$ cat src/rtl/dbu_pkg.sv
// ----------------------------------------------------------------------------
// Date decrement by unit: shared package
// Opcodes, widths and the month length table used by the sequencer and
// the top level.
// ----------------------------------------------------------------------------
package dbu_pkg;

	// Default width of the internal year register.
	localparam int unsigned DBU_YEAR_BITS = 16;

	// Width of the step counter: a millennium request needs count * 10 steps.
	localparam int unsigned DBU_CNT_BITS = 20;

	// Field widths of one transaction.
	localparam int unsigned DBU_OP_BITS    = 4;
	localparam int unsigned DBU_COUNT_BITS = 16;
	localparam int unsigned DBU_YEAR_IO    = 16;
	localparam int unsigned DBU_MONTH_BITS = 4;
	localparam int unsigned DBU_DAY_BITS   = 5;

	// Packed stream widths, rounded up to whole bytes.
	localparam int unsigned DBU_S_DATA_BITS = 48;
	localparam int unsigned DBU_M_DATA_BITS = 32;

	// Unit codes.
	typedef enum logic [DBU_OP_BITS-1:0] {
		OP_DAY         = 4'd0,
		OP_WEEK        = 4'd1,
		OP_MONTH       = 4'd2,
		OP_YEAR        = 4'd3,
		OP_YEAR_JUMP   = 4'd4,
		OP_DECADE      = 4'd5,
		OP_DECADE_JUMP = 4'd6,
		OP_CENTURY     = 4'd7,
		OP_MILLENNIUM  = 4'd8
	} op_t;

	// Month numbers that the step logic tests for.
	localparam logic [DBU_MONTH_BITS-1:0] MON_JAN = 4'd1;
	localparam logic [DBU_MONTH_BITS-1:0] MON_FEB = 4'd2;
	localparam logic [DBU_MONTH_BITS-1:0] MON_MAR = 4'd3;
	localparam logic [DBU_MONTH_BITS-1:0] MON_DEC = 4'd12;

	localparam logic [DBU_DAY_BITS-1:0] DAY_LEAP_FEB = 5'd29;
	localparam logic [DBU_DAY_BITS-1:0] DAY_FEB      = 5'd28;
	localparam logic [DBU_DAY_BITS-1:0] DAY_DEC      = 5'd31;

	// Request to the leap year unit.
	typedef struct packed {
		logic start;
	} leap_req_t;

	// Answer from the leap year unit.
	typedef struct packed {
		logic done;
		logic leap;
	} leap_rsp_t;

	// Length of a month; February depends on the leap flag.
	function automatic logic [DBU_DAY_BITS-1:0] month_len(
		input logic [DBU_MONTH_BITS-1:0] mon,
		input logic                      lp
	);
		logic [DBU_DAY_BITS-1:0] len;
		case (mon)
			4'd2:    len = lp ? 5'd29 : 5'd28;
			4'd4:    len = 5'd30;
			4'd6:    len = 5'd30;
			4'd9:    len = 5'd30;
			4'd11:   len = 5'd30;
			default: len = 5'd31;
		endcase
		return len;
	endfunction

endpackage

$ cat src/rtl/dbu_leap.sv
// ----------------------------------------------------------------------------
// Date decrement by unit: leap year unit
// Folds the year magnitude down modulo 25, one fold per cycle, then decides
// from the low bits and the folded value whether the year is a leap year.
// ----------------------------------------------------------------------------
module dbu_leap
	import dbu_pkg::*;
#(
	parameter int unsigned YEAR_BITS = DBU_YEAR_BITS
) (
	input  logic                 clk,
	input  logic                 arst_n,
	input  leap_req_t            req,
	input  logic [YEAR_BITS-1:0] year,
	output leap_rsp_t            rsp
);

	logic                 busy_q;
	logic [YEAR_BITS-1:0] val_q;
	logic [3:0]           low_q;
	logic [YEAR_BITS-1:0] mag;
	logic [YEAR_BITS-1:0] hi;
	logic [YEAR_BITS-1:0] fold;
	logic                 fits8;
	logic [7:0]           prod;
	logic                 div25;

	// Magnitude of the signed year; the most negative year maps to itself.
	assign mag = year[YEAR_BITS-1] ? (~year + YEAR_BITS'(1)) : year;

	// 256 is 6 modulo 25, so the bits above the low byte fold down times six.
	// Each fold keeps the value modulo 25 and shrinks it until it fits a byte.
	assign hi    = YEAR_BITS'(val_q[YEAR_BITS-1:8]);
	assign fold  = (hi << 2) + (hi << 1) + YEAR_BITS'(val_q[7:0]);
	assign fits8 = (val_q[YEAR_BITS-1:8] == '0);

	// 41 is the inverse of 25 modulo 256: a byte is a multiple of 25 exactly
	// when its product with 41, cut to a byte, is at most 10.
	assign prod  = val_q[7:0] * 8'd41;
	assign div25 = (prod <= 8'd10);

	// Control of the fold loop.
	always_ff @(posedge clk or negedge arst_n) begin
		if (!arst_n) begin
			busy_q <= 1'b0;
		end else if (req.start) begin
			busy_q <= 1'b1;
		end else if (busy_q && fits8) begin
			busy_q <= 1'b0;
		end
	end

	// Folded value and the low magnitude bits.
	always_ff @(posedge clk) begin
		if (req.start) begin
			val_q <= mag;
			low_q <= mag[3:0];
		end else if (busy_q && !fits8) begin
			val_q <= fold;
		end
	end

	// Leap: divisible by 4 and not by 100, or by 400. With the magnitude a
	// multiple of 4, a multiple of 100 is a multiple of 25, and a multiple
	// of 400 is in addition a multiple of 16.
	assign rsp.done = busy_q && fits8;
	assign rsp.leap = (low_q[1:0] == 2'b00) && (!div25 || (low_q == 4'b0000));

endmodule

$ cat src/rtl/dbu_core.sv
// ----------------------------------------------------------------------------
// Date decrement by unit: step sequencer
// Holds the working date and a step counter and moves the date back one
// day, one month or one year increment per step, asking the leap year
// unit whenever a February length or a 29 February clamp depends on it.
// ----------------------------------------------------------------------------
module dbu_core
	import dbu_pkg::*;
#(
	parameter int unsigned YEAR_BITS = DBU_YEAR_BITS
) (
	input  logic                      clk,
	input  logic                      arst_n,
	// Request side
	input  logic                      in_valid,
	output logic                      in_ready,
	input  logic [DBU_OP_BITS-1:0]    opcode,
	input  logic [DBU_COUNT_BITS-1:0] count,
	input  logic [DBU_YEAR_IO-1:0]    year_in,
	input  logic [DBU_MONTH_BITS-1:0] month_in,
	input  logic [DBU_DAY_BITS-1:0]   day_in,
	// Result side
	output logic                      res_valid,
	input  logic                      res_ack,
	output logic [DBU_YEAR_IO-1:0]    year_out,
	output logic [DBU_MONTH_BITS-1:0] month_out,
	output logic [DBU_DAY_BITS-1:0]   day_out
);

	typedef enum logic [1:0] {
		ST_IDLE,
		ST_RUN,
		ST_LEAP,
		ST_DONE
	} state_t;

	typedef enum logic [1:0] {
		MODE_DAY,
		MODE_MONTH,
		MODE_YEAR
	} mode_t;

	state_t                    state_q;
	mode_t                     mode_q;
	logic [YEAR_BITS-1:0]      year_q;
	logic [DBU_MONTH_BITS-1:0] mon_q;
	logic [DBU_DAY_BITS-1:0]   day_q;
	logic [DBU_CNT_BITS-1:0]   cnt_q;
	logic [YEAR_BITS-1:0]      delta_q;
	logic                      pend_q;
	logic                      leap_q;
	logic                      lvalid_q;

	logic [DBU_MONTH_BITS-1:0] mon_san;
	logic [DBU_DAY_BITS-1:0]   day_san;
	logic [31:0]               year_ext;
	logic [DBU_CNT_BITS-1:0]   cnt_one;
	logic [DBU_CNT_BITS-1:0]   cnt_x7;
	logic [DBU_CNT_BITS-1:0]   cnt_x10;
	logic [31:0]               jump10;
	logic [31:0]               jump1;
	logic [DBU_MONTH_BITS-1:0] mon_prev;
	logic [DBU_DAY_BITS-1:0]   len_prev;
	logic                      need_leap;
	logic [31:0]               year_wide;
	leap_req_t                 leap_req;
	leap_rsp_t                 leap_rsp;

	// Input cleanup and step counts.
	always_comb begin
		mon_san = month_in;
		if (month_in < MON_JAN) mon_san = MON_JAN;
		if (month_in > MON_DEC) mon_san = MON_DEC;
		day_san  = (day_in == '0) ? DBU_DAY_BITS'(1) : day_in;
		year_ext = 32'(signed'(year_in));
		cnt_one  = DBU_CNT_BITS'(count);
		cnt_x7   = (cnt_one << 3) - cnt_one;
		cnt_x10  = (cnt_one << 3) + (cnt_one << 1);
		jump1    = 32'(count);
		jump10   = 32'(cnt_x10);
	end

	// Previous month and its length under the current leap flag.
	assign mon_prev = mon_q - DBU_MONTH_BITS'(1);
	assign len_prev = month_len(mon_prev, leap_q);

	// A step needs the leap flag of the current year.
	always_comb begin
		case (mode_q)
			MODE_DAY:   need_leap = (day_q <= DBU_DAY_BITS'(1)) && (mon_q == MON_MAR);
			MODE_MONTH: need_leap = (mon_q == MON_MAR);
			MODE_YEAR:  need_leap = pend_q && (mon_q == MON_FEB) && (day_q == DAY_LEAP_FEB);
			default:    need_leap = 1'b0;
		endcase
	end

	assign leap_req.start = (state_q == ST_RUN) && need_leap && !lvalid_q;

	dbu_leap #(
		.YEAR_BITS (YEAR_BITS)
	) u_leap (
		.clk    (clk),
		.arst_n (arst_n),
		.req    (leap_req),
		.year   (year_q),
		.rsp    (leap_rsp)
	);

	// Sequencer and working date.
	always_ff @(posedge clk or negedge arst_n) begin
		if (!arst_n) begin
			state_q  <= ST_IDLE;
			mode_q   <= MODE_DAY;
			pend_q   <= 1'b0;
			lvalid_q <= 1'b0;
			leap_q   <= 1'b0;
			cnt_q    <= '0;
			year_q   <= '0;
			mon_q    <= MON_JAN;
			day_q    <= DBU_DAY_BITS'(1);
			delta_q  <= '0;
		end else begin
			case (state_q)
				ST_IDLE: begin
					if (in_valid) begin
						state_q  <= ST_RUN;
						year_q   <= year_ext[YEAR_BITS-1:0];
						mon_q    <= mon_san;
						day_q    <= day_san;
						pend_q   <= 1'b0;
						lvalid_q <= 1'b0;
						case (opcode)
							OP_DAY: begin
								mode_q  <= MODE_DAY;
								cnt_q   <= cnt_one;
								delta_q <= YEAR_BITS'(1);
							end
							OP_WEEK: begin
								mode_q  <= MODE_DAY;
								cnt_q   <= cnt_x7;
								delta_q <= YEAR_BITS'(1);
							end
							OP_MONTH: begin
								mode_q  <= MODE_MONTH;
								cnt_q   <= cnt_one;
								delta_q <= YEAR_BITS'(1);
							end
							OP_YEAR: begin
								mode_q  <= MODE_YEAR;
								cnt_q   <= cnt_one;
								delta_q <= YEAR_BITS'(1);
							end
							OP_YEAR_JUMP: begin
								mode_q  <= MODE_YEAR;
								cnt_q   <= DBU_CNT_BITS'(1);
								delta_q <= jump1[YEAR_BITS-1:0];
							end
							OP_DECADE: begin
								mode_q  <= MODE_YEAR;
								cnt_q   <= cnt_one;
								delta_q <= YEAR_BITS'(10);
							end
							OP_DECADE_JUMP: begin
								mode_q  <= MODE_YEAR;
								cnt_q   <= DBU_CNT_BITS'(1);
								delta_q <= jump10[YEAR_BITS-1:0];
							end
							OP_CENTURY: begin
								mode_q  <= MODE_YEAR;
								cnt_q   <= cnt_one;
								delta_q <= YEAR_BITS'(100);
							end
							OP_MILLENNIUM: begin
								mode_q  <= MODE_YEAR;
								cnt_q   <= cnt_x10;
								delta_q <= YEAR_BITS'(100);
							end
							default: begin
								// Unknown unit: the cleaned date goes out as is.
								mode_q  <= MODE_DAY;
								cnt_q   <= '0;
								delta_q <= YEAR_BITS'(1);
							end
						endcase
					end
				end

				ST_RUN: begin
					if (need_leap && !lvalid_q) begin
						state_q <= ST_LEAP;
					end else begin
						case (mode_q)
							MODE_YEAR: begin
								if (pend_q) begin
									// Clamp 29 February once the new year is known.
									pend_q <= 1'b0;
									if (need_leap && !leap_q) begin
										day_q <= DAY_FEB;
									end
								end else if (cnt_q == '0) begin
									state_q <= ST_DONE;
								end else begin
									year_q   <= year_q - delta_q;
									cnt_q    <= cnt_q - DBU_CNT_BITS'(1);
									pend_q   <= 1'b1;
									lvalid_q <= 1'b0;
								end
							end
							MODE_MONTH: begin
								if (cnt_q == '0) begin
									state_q <= ST_DONE;
								end else begin
									cnt_q <= cnt_q - DBU_CNT_BITS'(1);
									if (mon_q == MON_JAN) begin
										// December is 31 days, so the day always fits.
										mon_q    <= MON_DEC;
										year_q   <= year_q - YEAR_BITS'(1);
										lvalid_q <= 1'b0;
									end else begin
										mon_q <= mon_prev;
										if (day_q > len_prev) begin
											day_q <= len_prev;
										end
									end
								end
							end
							default: begin
								// Day steps, borrowing across month and year ends.
								if (cnt_q == '0) begin
									state_q <= ST_DONE;
								end else begin
									cnt_q <= cnt_q - DBU_CNT_BITS'(1);
									if (day_q <= DBU_DAY_BITS'(1)) begin
										if (mon_q == MON_JAN) begin
											mon_q    <= MON_DEC;
											day_q    <= DAY_DEC;
											year_q   <= year_q - YEAR_BITS'(1);
											lvalid_q <= 1'b0;
										end else begin
											mon_q <= mon_prev;
											day_q <= len_prev;
										end
									end else begin
										day_q <= day_q - DBU_DAY_BITS'(1);
									end
								end
							end
						endcase
					end
				end

				ST_LEAP: begin
					if (leap_rsp.done) begin
						leap_q   <= leap_rsp.leap;
						lvalid_q <= 1'b1;
						state_q  <= ST_RUN;
					end
				end

				ST_DONE: begin
					if (res_ack) begin
						state_q <= ST_IDLE;
					end
				end

				default: begin
					state_q <= ST_IDLE;
				end
			endcase
		end
	end

	// Result view: the year is sign-extended, then cut to the output width.
	assign year_wide = 32'(signed'(year_q));
	assign in_ready  = (state_q == ST_IDLE);
	assign res_valid = (state_q == ST_DONE);
	assign year_out  = year_wide[DBU_YEAR_IO-1:0];
	assign month_out = mon_q;
	assign day_out   = day_q;

endmodule

$ cat src/rtl/date_decrement_by_unit.sv
// ----------------------------------------------------------------------------
// Date decrement by unit
// Moves a Gregorian date back by a count of days, weeks, months, years,
// decades, centuries or millennia.
// ----------------------------------------------------------------------------
// One transaction is handled at a time. After acceptance the sequencer
// makes one step per cycle while no leap check holds it: count steps for
// days and months, 7 * count for weeks and count for the year type units,
// each followed by a 29 February check, with 10 * count century steps for
// millennia; jump units take a single step. Whenever a step needs to know
// whether the current year is a leap year and the answer is not cached,
// the modulo-25 folding unit holds the sequencer while it folds the year,
// a 16-bit value by default. Day and month units ask at most once per year
// visited; year type units once per step while the date is 29 February.
// The longest request is a millennium count of 65535: 655,350 century
// steps, with a leap check per step while 29 February stays on leap years.
// The result sits in an output register, so the next transaction is taken
// while the previous result waits for the downstream side.
// ----------------------------------------------------------------------------
module date_decrement_by_unit
	import dbu_pkg::*;
#(
	parameter int unsigned YEAR_BITS = DBU_YEAR_BITS
) (
	input  logic                       clk,
	input  logic                       arst_n,
	// Input stream
	input  logic                       s_axis_tvalid,
	output logic                       s_axis_tready,
	// opcode[3:0], count[19:4], year_in[35:20], month_in[39:36],
	// day_in[44:40], zero fill [47:45]
	input  logic [DBU_S_DATA_BITS-1:0] s_axis_tdata,
	// Output stream
	output logic                       m_axis_tvalid,
	input  logic                       m_axis_tready,
	// year_out[15:0], month_out[19:16], day_out[24:20], zero fill [31:25]
	output logic [DBU_M_DATA_BITS-1:0] m_axis_tdata
);

	logic                      res_valid;
	logic                      res_ack;
	logic [DBU_YEAR_IO-1:0]    year_res;
	logic [DBU_MONTH_BITS-1:0] month_res;
	logic [DBU_DAY_BITS-1:0]   day_res;
	logic                      out_valid_q;
	logic [DBU_YEAR_IO-1:0]    year_out_q;
	logic [DBU_MONTH_BITS-1:0] month_out_q;
	logic [DBU_DAY_BITS-1:0]   day_out_q;

	dbu_core #(
		.YEAR_BITS (YEAR_BITS)
	) u_core (
		.clk       (clk),
		.arst_n    (arst_n),
		.in_valid  (s_axis_tvalid),
		.in_ready  (s_axis_tready),
		.opcode    (s_axis_tdata[3:0]),
		.count     (s_axis_tdata[19:4]),
		.year_in   (s_axis_tdata[35:20]),
		.month_in  (s_axis_tdata[39:36]),
		.day_in    (s_axis_tdata[44:40]),
		.res_valid (res_valid),
		.res_ack   (res_ack),
		.year_out  (year_res),
		.month_out (month_res),
		.day_out   (day_res)
	);

	// The result moves into the output register when it is empty or draining.
	assign res_ack = res_valid && (!out_valid_q || m_axis_tready);

	always_ff @(posedge clk or negedge arst_n) begin
		if (!arst_n) begin
			out_valid_q <= 1'b0;
		end else if (res_ack) begin
			out_valid_q <= 1'b1;
		end else if (m_axis_tready) begin
			out_valid_q <= 1'b0;
		end
	end

	// Output payload.
	always_ff @(posedge clk) begin
		if (res_ack) begin
			year_out_q  <= year_res;
			month_out_q <= month_res;
			day_out_q   <= day_res;
		end
	end

	assign m_axis_tvalid = out_valid_q;
	assign m_axis_tdata  = {7'd0, day_out_q, month_out_q, year_out_q};

endmodule
$ cat config.mk
export PLATFORM = sky130hd
export DESIGN_NAME = date_decrement_by_unit
export DESIGN_NICKNAME = d
export VERILOG_FILES = /design/src/rtl/dbu_pkg.sv /design/src/rtl/dbu_leap.sv /design/src/rtl/dbu_core.sv /design/src/rtl/date_decrement_by_unit.sv
export SDC_FILE = /design/constraint.sdc
export NUM_CORES = 1
export LEC_CHECK = 0
export BUFFER_PORTS_ARGS = -buffer_cell sky130_fd_sc_hd__buf_2
export CAP_MARGIN = 20
export CORE_UTILIZATION = 60
export DETAILED_ROUTE_END_ITERATION = 10
export PLACE_DENSITY = 0.79
export SLEW_MARGIN = 20
export SYNTH_ARGS = -nofsm -noshare
export SYNTH_HDL_FRONTEND = slang
export SYNTH_SLANG_ARGS = --single-unit
$ cat constraint.sdc
create_clock -name clk -period 3.9 [get_ports clk]
set_input_delay 0.195 -clock clk [delete_from_list [all_inputs] [get_ports clk]]
set_output_delay 0.195 -clock clk [all_outputs]
set_load 0.05 [all_outputs]
==> out/metrics.yaml, run 1 <==
cells_and_area:
  layout-drive-gt1-share_pct: 13.65
  fin_cells: 1312
  nNetsFinal: 1256
  antenna_cells: 0
  utilization_pct: 69.85
  fillCellCount: 1178
  syn_to_final_growth_pct: 11.82
power_and_ir_drop:
  power_switching_mw: 0.7942
  p_per_area_mw_per_mm2: 303.7
  swShare_pct: 25.37
  report.power.total_mw: 3.130
  seqPwrFrac_pct: 40.2
  total_leakage_power_nw: 4.490
  power.internal_mw: 2.336
  clockPowerShare_pct: 46.8
  peakVddDrop_mv: 0.2853
  power_frac_comb_pct: 13.0
yosys:
  synth_area_per_cell_um2: 8.777
  yosysSeqAreaShare_pct: 33.70
  synth_top_area_cell: "dfrtp_1"
  ys.flop_type: "dfrtp_1"
  yosys_register_bits: 115
  synth_cell_type_count: 88
  synth_top_cells_by_area: "dfrtp_1, edfxtp_1, ha_1, nand2_1, o21ai_0"
  synth_enable_flop_cells: 45
  postSynthCellCount: 1050
  yosysWarningCount: 0
  synth.most_common_cell: "nand2_1"
  async_flop_share_pct: 60.87
  synth_common_cells: "nand2_1, nor2_1, ha_1, o21ai_0, a21oi_1"
  synth_top_area_share_pct: 18.46
  syn-cell-area_mm2: 0.009216
global_route:
  grt.met1_usage_pct: 41.23
  antenna_found_initial: 0
  grt_most_used_layer: "met2"
  grt_max_degree: 71
  grt_usage_pct: 29.60
  grtUsageMet2_pct: 46.77
  met3_usage_pct: 4.503
  grt_pass1_wl_mm: 37.30
  overflow: 0
  grt_pass1_vias: 7505
worst_setup_path:
  worstSetupEndpointType: "register"
  reg2reg_depth: 14
  crit_start: "u_core.mode_q[0]$_DFFE_PN0P_"
  cp_max_fo: 11
  critPathArrivalTime_ns: 3.91
  r2r_start: "u_core.mode_q[0]$_DFFE_PN0P_"
  cp.required_ns: 4.24
  cp-start-kind: "register"
  crit_type: "reg -> reg"
placement:
  finalWeightedCongestion: 0.9361
  post-dp-hpwl_mm: 16.51
  pre_cts_ws_ns: 0.3471
  dpl.cell_count: 1279
  io_buffer_count: 75
worst_hold_path:
  hp-start: "s_axis_tdata[31]"
  holdPathStages: 3
  min_path_type: "in -> reg"
timing:
  skew_ns: 0.008125
  final.min_clock_period_ns: 3.569
  fin_ws_ns: 0.3307
  rsz0062_at_grt: "false"
  tns_ns: 0
  hold_viol_final: 0
  drv_slew: 0
  max_freq_mhz: 280.2
  worst_pin_slew_ns: 0.9177
  period_share_pct: 91.52
  setup_violations: 0
  relSlewSlack_pct: 38.49
clock_network:
  clk_latency_ns: 0.42
  cts-root-buf: "clkbuf_16"
  h-tree-depth: 4
  cts_buffers: 17
  clk_path_buf_depth: 2
  cts_tree: "yes"
  cts_setup_buffers: 0
  clock-sinks: 115
  clk_pin_slew_ns: 0.05
routing:
  drcViolationCount: 0
  drt_iter0_markers: 635
  via_count: 8260
  first_pass_iters: 5
  viasPerCell: 6.296
  ant_nets: 0
  wire_per_inst_um: 17.42
  wl_mm: 22.86
die:
  start_util_pct: 62.47
  core_area_mm2: 0.01475
  dieArea_mm2: 0.01586
  num_rows: 44
  pin_count: 86
  die_w_um: 125.9
  die_y_um: 125.9
flow_run:
  cap_violations: 0
outcome:
  run_status: "complete, no violations"
-- state kept, by name, summed over array words and instances, names as in the netlist --
name and count:
u_core.year_out 16, month_out_q 4, u_core.mode_q 2, m_axis_tvalid 1
u_core.state_q 2, u_core.month_out 4, u_core.u_leap.val_q 16, u_core.u_leap.low_q 4
u_core.cnt_q 20, u_core.leap_q 1, day_out_q 5, u_core.lvalid_q 1
u_core.u_leap.busy_q 1, u_core.pend_q 1, u_core.delta_q 16, year_out_q 16
u_core.day_out 5
-- routing by layer --
| metal | part of all wire [%] | routed length (um) |
|---|---|---|
| met1 | 46 | 10410 |
| met2 | 46 | 10560 |
| met3 | 6.1 | 1401 |
| met4 | 2.1 | 485 |
| met5 | 0 | 0 |
-- through the flow --
step	instance area (um^2)	hold WS [ns]
after detailed placement	9743	0.3864
after CTS	10300	0.02337
after global placement	9743	0.3815
final	10310	0.03344
after floorplan	9239	-0.1006
after global routing	10310	0.03921
-- power groups by stage --
| stage | clock [mW] | sequential [mW] | combinational (mW) |
|---|---|---|---|
| after global placement | 0 | 1.28 | 0.392 |
| final | 1.46 | 1.26 | 0.407 |
| after global routing | 1.53 | 1.26 | 0.446 |
| after floorplan | 0 | 1.28 | 0.284 |
| after CTS | 1.47 | 1.26 | 0.402 |
| after detailed placement | 0 | 1.28 | 0.398 |
-- path summary, 6_finish.rpt --
check	to	slack [ns]
worst max register to register	u_core.year_out[12]$_DFFE_PN0P_	0.33
worst max-delay path	u_core.year_out[12]$_DFFE_PN0P_	0.33
worst min-delay path	u_core.year_out[11]$_DFFE_PN0P_	0.03
min in group asynchronous	u_core.day_out[3]$_DFFE_PN0P_	0.45
worst min register to register	u_core.delta_q[0]$_DFFE_PN0P_	0.48
max in group asynchronous	u_core.year_out[13]$_DFFE_PN0P_	2.85
-- kinds of logic after synthesis --
logic type | Yosys count | share of synthesized area, %
flip-flops | 115 | 33.70
adder cells (fa/ha/maj) | 89 | 12.98
XOR/XNOR | 55 | 5.227
buffers and inverters | 107 | 4.725
other | 1 | 0.04069
multiplexers | 13 | 1.453
AND/OR/NAND/NOR | 339 | 18.14
AO/OA/AOI/OAI | 331 | 23.74
-- final cells by class --
| type | instances | area [um^2] | area share, % |
|---|---|---|---|
| Clock buffer | 19 | 432.9 | 4.201 |
| Clock inverter | 13 | 117.6 | 1.141 |
| Inverter | 57 | 214.0 | 2.076 |
| Tap cell | 184 | 230.2 | 2.234 |
| Timing Repair Buffer | 90 | 493.0 | 4.783 |
| Sequential cell | 115 | 3105 | 30.13 |
| Multi-Input combinational cell | 834 | 5713 | 55.43 |
-- layout by cell type (no fill, tap or decap), types with 15 or more instances in the layout --
master / instances
ha_1: 77
buf_4: 15
nand2_1: 111
buf_2: 74
edfxtp_1: 45
dfrtp_1: 68
nand3_1: 15
o21ai_1: 30
o21ai_0: 73
a31oi_1: 17
a21o_1: 15
nor3_1: 40
xnor2_1: 36
a21oi_1: 69
xor2_1: 19
inv_1: 57
nor2_1: 82
clkbuf_16: 17
-- worst max-delay path, cell delays in order (launching register included) --
cell and delay, ns:
dfrtp_1 0.41, inv_1 0.13, ha_2 0.33, buf_4 0.22, nand2b_1 0.07, ha_1 0.21, fa_1 0.39, nor2b_1 0.19
o21a_1 0.17, o21ai_1 0.12, a211o_1 0.33, o21ai_1 0.31, a2111oi_0 0.20, o31a_1 0.27, a21oi_1 0.14
-- timing repair --
| item | CTS | global route |
|---|---|---|
| hold endpoints to repair | 68 | 0 |
| hold buffers | 1 | 0 |
| endpoints found under the setup margin | 0 | 1 |
| gates resized for setup | 0 | 1 |
No activity file was read; power rests on OpenSTA's default activity.
==> run 2, diff against run 1 <==
- PLACE_DENSITY: 0.79 -> 0.8
- SYNTH_HIERARCHICAL: unset -> 1
==> run 2 against run 1 <==
  * Sequential power is essentially flat
  * Hold slack gained 0.028 ns
  * Critical endpoint is now u_core/day_out[3]$_DFFE_PN0P_
  * Non-clock buffer count increased by 2
  * Total power up 9.8%
  * Count of clock-buffer cells in the layout shrank 1
==> out/metrics.yaml, run 2 <==
worst_setup_path:
  cp-start-kind: "register"
  worstSetupEndpointType: "register"
  cp.required_ns: 4.23  # about the same
  slowest_stage: "dfstp_2"
  cp_max_fo: 10  # -1
  crit_chain: "inv_1 > ha_1 > xnor2_1 > o21ai_0 > mux2_2 > ha_1 > and3_1 > o22ai_1 > a21boi_1 > o31a_1 > a311o_1 > a21oi_1"
  critPathArrivalTime_ns: 3.69  # -0.22 ns
  cpMostUsedCell: "ha_1"
  crit_type: "reg -> reg"
  slowest_delay_ns: 0.65  # +0.24 ns
timing:
  fin_ws_ns: 0.5446  # +0.2139 ns
  setup_violations: 0  # unchanged
  holdWs_ns: 0.06166  # +0.02823 ns
  skew_ns: 0.005771  # -0.002354 ns
  final.min_clock_period_ns: 3.355  # -0.2139 ns
  worst_pin_slew_ns: 1.062  # +0.1443 ns
  period_share_pct: 86.04  # -5.5 points
  rsz0062_at_grt: "false"
  max_freq_mhz: 298.0  # +6.4%
  hold_viol_final: 0  # unchanged
  drv_slew: 0  # unchanged
  tns_ns: 0  # unchanged
  relSlewSlack_pct: 28.73  # -9.8 points
cells_and_area:
  fin_cells: 1365  # +4.0%
  largest_register_ffs: 20  # unchanged
  utilization_pct: 70.01  # +0.16 points
  nNetsFinal: 1283  # +2.1%
  fillCellCount: 1211  # +2.8%
  antenna_cells: 0  # unchanged
  layout_commonest_cell: "nand2_1"
  syn_to_final_growth_pct: 13.21
  layout-drive-gt1-share_pct: 13.60  # -0.048 points
  final_cell_area_mm2: 0.01068  # +3.7%
  mostFrequentLayoutCells: "nand2_1, o21ai_0, ha_1"
  top_register: "u_core/cnt_q"
yosys:
  yosys_register_bits: 115  # unchanged
  yosysWarningCount: 6  # +6
  synth-xor-area-share_pct: 5.105  # -0.12 points
  synth.most_common_cell: "nand2_1"
  synth_area_per_cell_um2: 8.795  # +0.19%
  async_flop_share_pct: 60.87  # unchanged
  synth_top_area_cell: "dfrtp_1"
  synth_common_cells: "nand2_1, o21ai_0, ha_1, nor2_1, a21oi_1"
  synth_adder_area_share_pct: 12.81  # -0.17 points
  postSynthCellCount: 1073  # +2.2%
  synth_top_area_share_pct: 18.03  # -0.43 points
  synth_top_family_by_area: "compound AO/OA/AOI/OAI gates"
  syn-cell-area_mm2: 0.009437  # +2.4%
  yosysSeqAreaShare_pct: 32.91  # -0.79 points
  synth_cell_type_count: 87  # -1.1%
  synth.mux.area_fraction_pct: 2.599  # +1.1 points
  synth_compound_area_share_pct: 23.52  # -0.22 points
  synth-simple-area-share_pct: 18.22  # +0.081 points
  synth_top_cells_by_area: "dfrtp_1, edfxtp_1, ha_1, o21ai_0, nand2_1"
  ys.flop_type: "dfrtp_1"
  synth_enable_flop_cells: 45  # unchanged
die:
  die_w_um: 127.4  # +1.2%
  start_util_pct: 61.85  # -0.62 points
  dieArea_mm2: 0.01623  # +2.4%
  die_y_um: 127.4  # +1.2%
  pin_count: 86  # unchanged
  core_area_mm2: 0.01526  # +3.4%
  num_rows: 45  # +2.3%
routing:
  wl_mm: 23.88  # +4.5%
  wire_per_inst_um: 17.49  # +0.42%
  ant_nets: 0  # unchanged
  drcViolationCount: 0  # unchanged
  viasPerCell: 6.275  # -0.32%
  first_pass_iters: 7  # +2
  drt_iter0_markers: 884  # +39%
  via_count: 8566  # +3.7%
placement:
  dpl.cell_count: 1332  # +4.1%
  io_buffer_count: 75  # unchanged
  finalWeightedCongestion: 0.9080  # -3.0%
  pre_cts_ws_ns: 0.5418  # +0.1948 ns
  place_area_mm2: 0.01000  # +2.6%
  post-dp-hpwl_mm: 17.68  # +7.1%
power_and_ir_drop:
  peakVddDrop_mv: 0.3001  # +5.2%
  report.power.total_mw: 3.435  # +9.8%
  total_leakage_power_nw: 4.498  # +0.17%
  p_per_area_mw_per_mm2: 321.6  # +5.9%
global_route:
  grt_usage_pct: 30.91  # +1.3 points
  antenna_found_initial: 0  # unchanged
  grt_max_degree: 46  # -35%
  grt_pass1_vias: 8016  # +6.8%
  grt_pass1_wl_mm: 39.69  # +6.4%
  overflow: 0  # unchanged
clock_network:
  clk_latency_ns: 0.41  # about the same
  h-tree-depth: 4  # unchanged
  cts_hold_buf: 1  # unchanged
  clk_pin_slew_ns: 0.06  # about the same
  ctsResizeCount: 0  # unchanged
  cts-root-buf: "clkbuf_16"
  clk_path_buf_depth: 2  # unchanged
  cts_tree: "yes"
  cts_setup_buffers: 0  # unchanged
  clock-sinks: 115  # unchanged
  cts_buffers: 17  # unchanged
worst_hold_path:
  min_path_type: "in -> reg"
outcome:
  run_status: "complete, no violations"
flow_run:
  cap_violations: 0  # unchanged
## run 2: final cells by class
| cell class | instances | area (um^2) | share of cell area, % |
|---|---|---|---|
| inverters | 59 | 221.5 | 2.073 |
| well taps | 211 | 264.0 | 2.471 |
| repair buffers | 92 | 505.5 | 4.732 |
| multi-input cells | 856 | 5913 | 55.35 |
| clock inverters | 14 | 234.0 | 2.190 |
| clock buffers | 18 | 439.2 | 4.111 |
| flip-flops and latches | 115 | 3105 | 29.07 |
## run 2: kinds of logic (layout without fill, tap and decap cells)
| family | count (synthesis) | count (layout) |
|---|---|---|
| and+or+nand+nor | 352 | 352 |
| AOI/OAI and AO/OA | 328 | 328 |
| DFF | 115 | 115 |
| buffers and inverters | 108 | 183 |
| adders and majority gates | 90 | 90 |
| xor gates and xnor gates | 55 | 55 |
| muxes | 24 | 24 |
| other | 1 | 7 |
## run 2: worst paths after layout
path / start / end / slack (ns) / cells after the start
worst max-delay path: u_core/month_out[0]$_DFFE_PN1P_ / u_core/day_out[3]$_DFFE_PN0P_ / 0.54 / 12
worst min-delay path: s_axis_tdata[30] / u_core/year_out[10]$_DFFE_PN0P_ / 0.06 / 3
worst max register to register: u_core/month_out[0]$_DFFE_PN1P_ / u_core/day_out[3]$_DFFE_PN0P_ / 0.54 / 12
worst min register to register: u_core/delta_q[5]$_DFFE_PN0P_ / u_core/delta_q[5]$_DFFE_PN0P_ / 0.48 / 2
max in group asynchronous: arst_n / u_core/day_out[2]$_DFFE_PN0P_ / 2.57 / 3
min in group asynchronous: arst_n / u_core/year_out[8]$_DFFE_PN0P_ / 0.31 / 2
## run 2: layer usage
metal	up-vias	track usage (%)	part of all wire, %
li1	4092	-	-
met1	4101	40.98	44
met2	342	51.40	48
met3	31	5.570	6.3
met4	0	9.734	1.8
met5	-	0	0
## run 2: critical path: cells and delay by family, from the launching register on
family | cells | cell delay (ns)
fa+ha+maj | 2 | 0.58
compound gates | 6 | 1.20
mux | 1 | 0.30
buf+inv | 1 | 0.14
flops | 1 | 0.65
simple gates | 1 | 0.18
xor+xnor | 1 | 0.21
## run 2: power breakdown
part           total, mW  switching (mW)  internal [mW]
combinational      0.408           0.252          0.156
clock               1.76           0.550           1.21
sequential          1.27         0.00819           1.26
==> run 3, diff against run 2 <==
- CORE_UTILIZATION: 60 -> 25
- PLACE_DENSITY: 0.8 -> unset
==> run 3 against run 2 <==
  * Final cell count up 21%
  * Register-to-register slack worse by 0.09 ns
  * Clock skew up 0.0060 ns
  * Sequential share of layout area down 0.82 points
  * Routed wire length up 12%
  * Fmax down 2.5%
  * First-iteration DRC count down 2.4%
==> out/metrics.yaml, run 3 (same netlist as run 2, synthesis figures left out) <==
routing:
  drcViolationCount: 0  # unchanged
  wire_per_inst_um: 16.13  # -7.8%
  ant_nets: 0  # unchanged
  wl_mm: 26.70  # +12%
  drt_iter0_markers: 863  # -2.4%
  viasPerCell: 5.056  # -19%
  via_count: 8373  # -2.3%
  first_pass_iters: 8  # +1
power_and_ir_drop:
  total_leakage_power_nw: 4.466  # -0.70%
  peakVddDrop_mv: 0.2955  # -1.5%
  p_per_area_mw_per_mm2: 304.1  # -5.4%
  report.power.total_mw: 3.343  # -2.7%
clock_network:
  clk_path_buf_depth: 2  # unchanged
  clk_latency_ns: 0.42  # about the same
  cts_buffers: 17  # unchanged
  clock-sinks: 115  # unchanged
  cts_tree: "yes"
  cts-root-buf: "clkbuf_16"
  h-tree-depth: 4  # unchanged
  ctsResizeCount: 0  # unchanged
  cts_setup_buffers: 0  # unchanged
  clk_pin_slew_ns: 0.06  # about the same
worst_setup_path:
  slowest_delay_ns: 0.45  # -0.20 ns
  cp-start-kind: "register"
  reg2reg_depth: 12  # unchanged
  cp_max_fo: 12  # +2
  crit_buf_inv: 1  # unchanged
  critPathArrivalTime_ns: 3.79  # +0.10 ns
  reg2reg_to: "u_core/year_out[15]$_DFFE_PN0P_"
  crit_chain: "inv_1 > ha_1 > nand2_1 > ha_1 > a211oi_1 > nand2b_1 > o21ai_0 > a211oi_1 > o31ai_1 > xnor2_1 > a221oi_1 > o31a_1"
  slowest_stage: "ha_1"
  critPathTopFamily: "compound AO/OA/AOI/OAI gates"
  worstSetupEndpointType: "register"
  ff2ff_setup_slack_ns: 0.46  # -0.09 ns
  r2r_start: "u_core/mode_q[0]$_DFFE_PN0P_"
  crit_type: "reg -> reg"
  cp.required_ns: 4.25  # +0.02 ns
cells_and_area:
  antenna_cells: 0  # unchanged
  final_cell_area_mm2: 0.01099  # +2.9%
  largest_register_ffs: 20  # unchanged
  layout.area.seq_mm2: 0.003105  # unchanged
  layout_commonest_cell: "nand2_1"
  multi_input_area_mm2: 0.005917  # about the same
  nNetsFinal: 1281  # -0.16%
  top_register: "u_core/cnt_q"
  layout-drive-gt1-share_pct: 13.54  # -0.063 points
  fin_cells: 1656  # +21%
  fillCellCount: 3854  # +220%
  mostFrequentLayoutCells: "nand2_1, o21ai_0, ha_1"
  syn_to_final_growth_pct: 16.49
outcome:
  run_status: "complete, no violations"
timing:
  worst_pin_slew_ns: 0.9308  # -0.1312 ns
  final.min_clock_period_ns: 3.441  # +0.08603 ns
  max_freq_mhz: 290.6  # -2.5%
  hold_viol_final: 0  # unchanged
  rsz0062_at_grt: "false"
  holdWs_ns: 0.07208  # +0.01042 ns
  period_share_pct: 88.24  # +2.2 points
  tns_ns: 0  # unchanged
  drv_slew: 0  # unchanged
  relSlewSlack_pct: 37.94  # +9.2 points
  setup_violations: 0  # unchanged
  skew_ns: 0.01180  # +0.006025 ns
placement:
  post-dp-hpwl_mm: 20.23  # +14%
  io_buffer_count: 75  # unchanged
  finalWeightedCongestion: 0.8597  # -5.3%
  dpl.cell_count: 1623  # +22%
  place_area_mm2: 0.01035  # +3.5%
die:
  start_util_pct: 25.59  # -36 points
  die_w_um: 196.3  # +54%
  core_area_mm2: 0.03687  # +140%
  pin_count: 86  # unchanged
  die_y_um: 196.3  # +54%
  dieArea_mm2: 0.03853  # +140%
  num_rows: 70  # +56%
global_route:
  overflow: 0  # unchanged
  grt_pass1_vias: 7894  # -1.5%
  antenna_found_initial: 3  # +3
  grt_pass1_wl_mm: 42.10  # +6.1%
  grt_usage_pct: 13.83  # -17 points
  grt_max_degree: 71  # +54%
worst_hold_path:
  holdPathStages: 3  # unchanged
  min_path_type: "in -> reg"
  hp-start: "s_axis_tdata[38]"
  holdPathEnd: "u_core/month_out[2]$_DFFE_PN0P_"
flow_run:
  cap_violations: 0  # unchanged
## run 3: worst max path at each step
stage                             startpoint                                 to  depth (start not counted)
2_1_floorplan  u_core/day_out[0]$_DFFE_PN1P_  u_core/u_leap/val_q[10]$_DFFE_PN_                          9
4_1_cts         u_core/mode_q[0]$_DFFE_PN0P_    u_core/year_out[15]$_DFFE_PN0P_                         12
3_3_place_gp    u_core/mode_q[0]$_DFFE_PN0P_    u_core/year_out[15]$_DFFE_PN0P_                         12
6_report        u_core/mode_q[0]$_DFFE_PN0P_    u_core/year_out[15]$_DFFE_PN0P_                         12
5_1_grt         u_core/mode_q[0]$_DFFE_PN0P_    u_core/year_out[15]$_DFFE_PN0P_                         12
3_5_place_dp    u_core/mode_q[0]$_DFFE_PN0P_    u_core/year_out[15]$_DFFE_PN0P_                         12
## run 3: power breakdown
group,internal [mW],total (mW),switching (mW)
Clock,1.08,1.66,0.576
Combinational,0.157,0.420,0.263
Sequential,1.26,1.27,0.00807
## run 3: stage by stage
stage | util, % | setup WS (ns)
2_1_floorplan | - | 0.4633
3_3_place_gp | 28.08 | 0.5906
3_5_place_dp | 28.08 | 0.5403
4_1_cts | 29.80 | 0.4850
5_1_grt | 29.81 | 0.1532
6_report | 29.81 | 0.4586
## run 3: worst reg2reg max path, stage by stage, from the launching register on
cell      delay [ns]
dfrtp_1         0.40
inv_1           0.12
ha_1            0.45
nand2_1         0.12
ha_1            0.37
a211oi_1        0.44
nand2b_1        0.12
o21ai_0         0.24
a211oi_1        0.15
o31ai_1         0.37
xnor2_1         0.16
a221oi_1        0.28
o31a_1          0.18
## run 3: cell type report
cell class                      instances  share of cell area (%)
Inverter                               59                   2.015
Timing Repair Buffer                   90                   4.484
Clock buffer                           18                   3.995
Tap cell                              504                   5.736
Clock inverter                         14                   1.696
Multi-Input combinational cell        856                   53.82
Sequential cell                       115                   28.25
## run 3: what timing repair did
action,CTS,global route
hold buffers,1,0
endpoints found under the setup margin,0,0
endpoints found under the hold margin,68,0
## run 3: layer usage
layer  vias to the layer above  part of all wire [%]  GRT usage (%)
met5                         -                  0.13              0
li1                       4077                     -              -
met3                        35                   5.2          2.476
met4                         6                   1.9          4.774
met2                       236                    46          21.85
met1                      4019                    47          18.88
